[src/design/ssq_pkg.sv]
package ssq_pkg;

   // Fixed field widths
   localparam int ID_W  = 8;
   localparam int SEC_W = 32;
   localparam int SUB_W = 20;

   // Result kinds
   localparam logic [1:0] KIND_INSERTED = 2'd0;
   localparam logic [1:0] KIND_WOKEN    = 2'd1;
   localparam logic [1:0] KIND_NONE_DUE = 2'd2;
   localparam logic [1:0] KIND_DROPPED  = 2'd3;

   // Request selector
   localparam logic FUNC_INSERT = 1'b0;
   localparam logic FUNC_TICK   = 1'b1;

   // Most entries woken by one tick
   localparam int MAX_WAKE = 16;
   localparam int WAKE_W   = $clog2(MAX_WAKE + 1);

   // One queue entry (also used as the broadcast compare key)
   typedef struct packed {
      logic [ID_W-1:0]  id;
      logic [SEC_W-1:0] sec;
      logic [SUB_W-1:0] sub;
   } entry_type;

   // Per-cycle command to the cell row
   typedef struct packed {
      logic ins;
      logic pop;
   } cmd_type;

endpackage

[src/design/ssq_cell.sv]
module ssq_cell (
   input  logic               clock,
   input  ssq_pkg::cmd_type   cmd,
   input  ssq_pkg::entry_type key,
   input  ssq_pkg::entry_type prev_entry,
   input  ssq_pkg::entry_type next_entry,
   input  logic               prev_keep,
   input  logic               cell_valid,
   output ssq_pkg::entry_type entry,
   output logic               keep
);
   import ssq_pkg::*;

   entry_type entry_ff;
   entry_type entry_in;
   logic      later;

   // Stored deadline strictly later than the key
   assign later = (entry_ff.sec > key.sec) ||
                  ((entry_ff.sec == key.sec) && (entry_ff.sub > key.sub));

   // Holds its place on insert; on a tick this means due
   assign keep  = cell_valid && !later;
   assign entry = entry_ff;

   // Insert: stay, take the new entry at the boundary, or shift right.
   // Pop: shift left.
   always_comb begin
      entry_in = entry_ff;
      if (cmd.ins) begin
         if (!keep) begin
            entry_in = prev_keep ? key : prev_entry;
         end
      end else if (cmd.pop) begin
         entry_in = next_entry;
      end
   end

   always_ff @(posedge clock) begin
      entry_ff <= entry_in;
   end

endmodule

[src/design/sorted_sleep_timer_queue.sv]
// Channel  Dir  Handshake          Contents
// req      in   req_tvalid/tready  tuser: func; tdata: id, deadline, now
// rsp      out  rsp_tvalid/tready  tuser: kind; tdata: woken id; tlast: last
//
// Insert: capture, then one shift of the cell row.
// Tick: capture, then one pop per woken entry, or one none-due result if
// nothing is due; the row pops one entry per cycle at its head unless a result stalls.
// Reset empties the queue at once; entry contents are not cleared.
// A stalled result holds the row; no new request is taken until the
// current one has handed off all its results to the output register.
module sorted_sleep_timer_queue #(
   parameter int QUEUE_DEPTH    = 16,
   parameter int SUBSEC_PER_SEC = 1000000
) (
   input  logic         clock,
   input  logic         reset,
   input  logic         req_tvalid,
   output logic         req_tready,
   // [7:0] task_id, [39:8] deadline_seconds, [59:40] deadline_subseconds,
   // [91:60] now_seconds, [111:92] now_subseconds
   input  logic [111:0] req_tdata,
   // [0] func
   input  logic         req_tuser,
   output logic         rsp_tvalid,
   input  logic         rsp_tready,
   // [7:0] woken_id
   output logic [7:0]   rsp_tdata,
   // [1:0] kind
   output logic [1:0]   rsp_tuser,
   output logic         rsp_tlast
);
   import ssq_pkg::*;

   localparam int CNT_W = $clog2(QUEUE_DEPTH + 1);
   localparam logic [SUB_W-1:0] SUB_LIM = SUB_W'(SUBSEC_PER_SEC);
   localparam logic [SUB_W-1:0] SUB_MAX = SUB_W'(SUBSEC_PER_SEC - 1);

   localparam logic [1:0] ST_IDLE   = 2'd0;
   localparam logic [1:0] ST_INSERT = 2'd1;
   localparam logic [1:0] ST_WAKE   = 2'd2;

   logic [1:0]        state_ff, state_in;
   logic [CNT_W-1:0]  count_ff, count_in;
   logic [WAKE_W-1:0] woken_ff, woken_in;
   entry_type         key_ff, key_in;
   logic              rsp_valid_ff, rsp_valid_in;
   logic [1:0]        rsp_kind_ff, rsp_kind_in;
   logic [ID_W-1:0]   rsp_id_ff, rsp_id_in;
   logic              rsp_last_ff, rsp_last_in;

   cmd_type           cmd;
   entry_type         cells [QUEUE_DEPTH];
   logic [QUEUE_DEPTH-1:0] keep;
   logic              out_free;
   logic              req_fire;
   logic [SUB_W-1:0]  dsub_raw, nsub_raw;
   logic              wake_last;

   assign req_tready = (state_ff == ST_IDLE);
   assign req_fire   = req_tvalid && req_tready;
   assign out_free   = !rsp_valid_ff || rsp_tready;
   assign dsub_raw   = req_tdata[59:40];
   assign nsub_raw   = req_tdata[111:92];

   // Cell row
   for (genvar i = 0; i < QUEUE_DEPTH; i++) begin : g_cell
      entry_type prev_e, next_e;
      logic      prev_k;
      if (i == 0) begin : g_head
         assign prev_e = key_ff;
         assign prev_k = 1'b1;
      end else begin : g_body
         assign prev_e = cells[i-1];
         assign prev_k = keep[i-1];
      end
      if (i == QUEUE_DEPTH - 1) begin : g_tail
         assign next_e = cells[i];
      end else begin : g_inner
         assign next_e = cells[i+1];
      end
      ssq_cell u_cell (
         .clock      (clock),
         .cmd        (cmd),
         .key        (key_ff),
         .prev_entry (prev_e),
         .next_entry (next_e),
         .prev_keep  (prev_k),
         .cell_valid (count_ff > CNT_W'(i)),
         .entry      (cells[i]),
         .keep       (keep[i])
      );
   end

   // Last wake of this tick: next entry not due or wake cap reached
   assign wake_last = !keep[1] || (woken_ff == WAKE_W'(MAX_WAKE - 1));

   // Control
   always_comb begin
      state_in     = state_ff;
      count_in     = count_ff;
      woken_in     = woken_ff;
      key_in       = key_ff;
      rsp_valid_in = rsp_valid_ff && !rsp_tready;
      rsp_kind_in  = rsp_kind_ff;
      rsp_id_in    = rsp_id_ff;
      rsp_last_in  = rsp_last_ff;
      cmd          = '0;

      unique case (state_ff)
         ST_IDLE: begin
            if (req_fire) begin
               woken_in = '0;
               key_in.id = req_tdata[7:0];
               if (req_tuser == FUNC_TICK) begin
                  key_in.sec = req_tdata[91:60];
                  key_in.sub = (nsub_raw >= SUB_LIM) ? SUB_MAX : nsub_raw;
                  state_in   = ST_WAKE;
               end else begin
                  key_in.sec = req_tdata[39:8];
                  key_in.sub = (dsub_raw >= SUB_LIM) ? SUB_MAX : dsub_raw;
                  state_in   = ST_INSERT;
               end
            end
         end
         ST_INSERT: begin
            if (out_free) begin
               rsp_valid_in = 1'b1;
               rsp_id_in    = key_ff.id;
               rsp_last_in  = 1'b1;
               if (count_ff == CNT_W'(QUEUE_DEPTH)) begin
                  rsp_kind_in = KIND_DROPPED;
               end else begin
                  rsp_kind_in = KIND_INSERTED;
                  cmd.ins     = 1'b1;
                  count_in    = count_ff + CNT_W'(1);
               end
               state_in = ST_IDLE;
            end
         end
         ST_WAKE: begin
            if (out_free) begin
               rsp_valid_in = 1'b1;
               if (keep[0] && (woken_ff < WAKE_W'(MAX_WAKE))) begin
                  rsp_kind_in = KIND_WOKEN;
                  rsp_id_in   = cells[0].id;
                  rsp_last_in = wake_last;
                  cmd.pop     = 1'b1;
                  count_in    = count_ff - CNT_W'(1);
                  woken_in    = woken_ff + WAKE_W'(1);
                  if (wake_last) begin
                     state_in = ST_IDLE;
                  end
               end else begin
                  rsp_kind_in = KIND_NONE_DUE;
                  rsp_id_in   = '0;
                  rsp_last_in = 1'b1;
                  state_in    = ST_IDLE;
               end
            end
         end
         default: begin
            state_in = ST_IDLE;
         end
      endcase
   end

   // Control registers
   always_ff @(posedge clock) begin
      if (reset) begin
         state_ff     <= ST_IDLE;
         count_ff     <= '0;
         woken_ff     <= '0;
         rsp_valid_ff <= 1'b0;
      end else begin
         state_ff     <= state_in;
         count_ff     <= count_in;
         woken_ff     <= woken_in;
         rsp_valid_ff <= rsp_valid_in;
      end
   end

   // Payload registers
   always_ff @(posedge clock) begin
      key_ff      <= key_in;
      rsp_kind_ff <= rsp_kind_in;
      rsp_id_ff   <= rsp_id_in;
      rsp_last_ff <= rsp_last_in;
   end

   assign rsp_tvalid = rsp_valid_ff;
   assign rsp_tdata  = rsp_id_ff;
   assign rsp_tuser  = rsp_kind_ff;
   assign rsp_tlast  = rsp_last_ff;

endmodule

[config.mk]
export PLATFORM = sky130hd
export DESIGN_NAME = sorted_sleep_timer_queue
export DESIGN_NICKNAME = d
export VERILOG_FILES = /design/src/design/ssq_pkg.sv /design/src/design/ssq_cell.sv /design/src/design/sorted_sleep_timer_queue.sv
export SDC_FILE = /design/constraint.sdc
export NUM_CORES = 2
export LEC_CHECK = 0
export ABC_CLOCK_PERIOD_IN_PS = 11250
export BUFFER_PORTS_ARGS = -buffer_cell sky130_fd_sc_hd__buf_2
export CAP_MARGIN = 10
export CORE_MARGIN = 10
export CORE_UTILIZATION = 40
export DETAILED_ROUTE_END_ITERATION = 16
export PLACE_DENSITY = 0.61
export SETUP_SLACK_MARGIN = 0.5
export SLEW_MARGIN = 20
export SYNTH_ARGS = -nofsm -noshare
export SYNTH_HDL_FRONTEND = slang
export SYNTH_HIERARCHICAL = 1
export SYNTH_SLANG_ARGS = --single-unit
[constraint.sdc]
create_clock -name clock -period 11.25 [get_ports clock]
set_input_delay 1.125 -clock clock [delete_from_list [all_inputs] [get_ports clock]]
set_output_delay 1.125 -clock clock [all_outputs]
set_load 0.005 [all_outputs]
==> reports/qor.yml <==
run_status:
  outcome: "finished, final reports clean"
grt:
  grt_max_degree: 249
  grt_pass1_vias: 54300
  antenna_found_initial: 5
  met3_usage: 0.0182
  gr-total-overflow: 0
  grt.busiest_layer: "met2"
  grt_pass1_wl_um: 308000
  grt_use_total: 0.185
  met1_usage: 0.254
  grt.met2_usage: 0.295
route:
  drc: 0
  drt_wl_total_um: 196000
  drt_first_iter_violations: 4001
  vias: 54800
  first_pass_iters: 5
  wl_per_cell_um: 19.4
  antenna_left: 0
  viasPerCell: 5.42
place:
  portBuffers: 129
  dpl_worst_slack_ps: 5120
  dp_hpwl_um: 147000
  place.gp.congestion: 0.870
  dpl_cell_area_um2: 77700
setup_path:
  worst-setup-path-type: "reg -> reg"
  r2r_setup_slack_ps: 5340
  rr_worst_depth: 15
  r2r_start: "g_cell[0].prev_e[25]$_DFFE_PP_"
  cp.required_ps: 11620
  reg2reg_to: "g_cell[1].u_cell/entry[44]$_DFFE_PP_"
  cp-end-kind: "register"
  cp-start-kind: "register"
  path_max_fanout: 36
  worstPathArrival_ps: 6290
timing:
  slew_viol_final: 0
  finalCriticalPeriod_ps: 5910
  whs_ps: 480
  fin_skew_ps: 22.6
  min_period_over_period: 0.526
  finalHoldViolCount: 0
  setup_ws_ps: 5340
  tns_ps: 0
  max_freq_mhz: 169
  relSlewSlack: 0.182
  rsz0062_at_grt: "false"
  tightest_slew_ps: 1230
  setup_viol: 0
floorplan:
  dieArea_um2: 203000
  row_count: 158
  die_width_um: 451
  io_pins: 130
  die_h_um: 451
  core_area_um2: 185000
  start_util: 0.401
pwr:
  p_leak_nw: 33.0
  power_mw: 13.1
  swShare: 0.333
  pwr-share-clk: 0.303
  power_density_nw_per_um2: 160
  p_seq_frac: 0.416
  combPwrFrac: 0.282
  peakVddDrop_mv: 0.117
  p_int_mw: 8.71
  power_switching_mw: 4.35
clock_network:
  ctsResizeCount: 0
  cts-root-buf: "clkbuf_16"
  cts_sinks: 1044
  htreeDepth: 3
  path_clk_slew_ps: 60
  numCtsBuffers: 117
  cts_tree: "built"
  cts_setup_buffers: 0
  clock_latency_ps: 750
  cts_buffer_depth: 3
  hold_buffers: 0
cells_and_area:
  layout_common_cells: "1275 x a21oi_1, 1031 x edfxtp_1, 1006 x nor2_1"
  fin_nets: 8479
  drive_gt1_frac: 0.0740
  fillers: 17600
  area_growth_pct: 9.92
  layout_commonest_cell: "a21oi_1"
  final_area_um2: 81600
job:
  cap_viol_max_count: 0
yosys:
  synth_area_per_cell_um2: 9.88
  netlist_area_um2: 74200
  synth_nets: 8473
  synthCells: 7513
  synth_warnings: 6
min_path:
  min-delay-start: "woken_ff[1]$_SDFFE_PP0P_"
  whs_endpoint: "woken_ff[1]$_SDFFE_PP0P_"
  worstHoldPathType: "reg -> reg"
  whs_path_depth: 2
state kept, by name, summed over array words and instances, names as in the netlist:
signal / count
g_cell.u_cell/entry: 960
woken_ff: 5
rsp_tdata: 8
state_ff: 2
g_cell.prev_e: 60
count_ff: 5
rsp_tvalid: 1
rsp_tlast: 1
rsp_tuser: 2
worst max-delay path, stage by stage (launching register included):
cell,delay [ps]
edfxtp_1,320
buf_4,370
inv_1,90
ha_1,310
nand4_1,230
nor4_4,410
nand2_2,220
o31a_1,190
a211oi_1,660
and2_4,550
nand3b_1,200
nor2_1,140
buf_4,280
nor2_1,110
a31oi_4,770
buf_4,610
metrics by stage:
stage | util | cells
CTS | 0.441 | 10100
detailed placement | 0.420 | 9879
global route | 0.441 | 10100
global placement | 0.420 | 9879
finish | 0.441 | 10100
floorplan | - | 7513
worst max-delay path by stage:
stage,startpoint,to,slack [ps],cells after the start
after global routing,g_cell[0].prev_e[26]$_DFFE_PP_,g_cell[1].u_cell/entry[39]$_DFFE_PP_,4970,15
after detailed placement,g_cell[0].prev_e[26]$_DFFE_PP_,g_cell[0].u_cell/entry[52]$_DFFE_PP_,5120,15
final,g_cell[0].prev_e[25]$_DFFE_PP_,g_cell[1].u_cell/entry[44]$_DFFE_PP_,5340,15
after global placement,g_cell[0].prev_e[26]$_DFFE_PP_,g_cell[0].u_cell/entry[52]$_DFFE_PP_,5130,15
after floorplan,g_cell[0].prev_e[34]$_DFFE_PP_,g_cell[15].u_cell/entry[0]$_DFFE_PP_,4630,12
after CTS,g_cell[0].prev_e[26]$_DFFE_PP_,g_cell[0].u_cell/entry[51]$_DFFE_PP_,5120,15
cell type report:
class                   count  area (um^2)  share of cell area
multi-input cells        5237        38500               0.472
flip-flops and latches   1044        31200               0.383
inverters                 884         3320              0.0407
clock buffers             149         3120              0.0383
well taps                2480         3100              0.0380
repair buffers            235         1520              0.0186
clock inverters            70          769             0.00943
diodes                      2         5.00           0.0000613
power by group through the flow:
stage	logic (mW)	clock network, mW	registers, mW
after detailed placement	3.66	0	5.49
after floorplan	2.62	0	5.48
after global routing	4.14	4.21	5.49
final	3.68	3.95	5.43
after global placement	3.52	0	5.49
after CTS	3.67	4.06	5.42
metal layers:
| metal | vias up | wire length [um] |
|---|---|---|
| li1 | 27500 | - |
| met1 | 25700 | 91200 |
| met2 | 1290 | 88100 |
| met3 | 320 | 8280 |
| met4 | 2 | 8800 |
| met5 | - | 13 |
No activity file was read; power rests on OpenSTA's default activity.
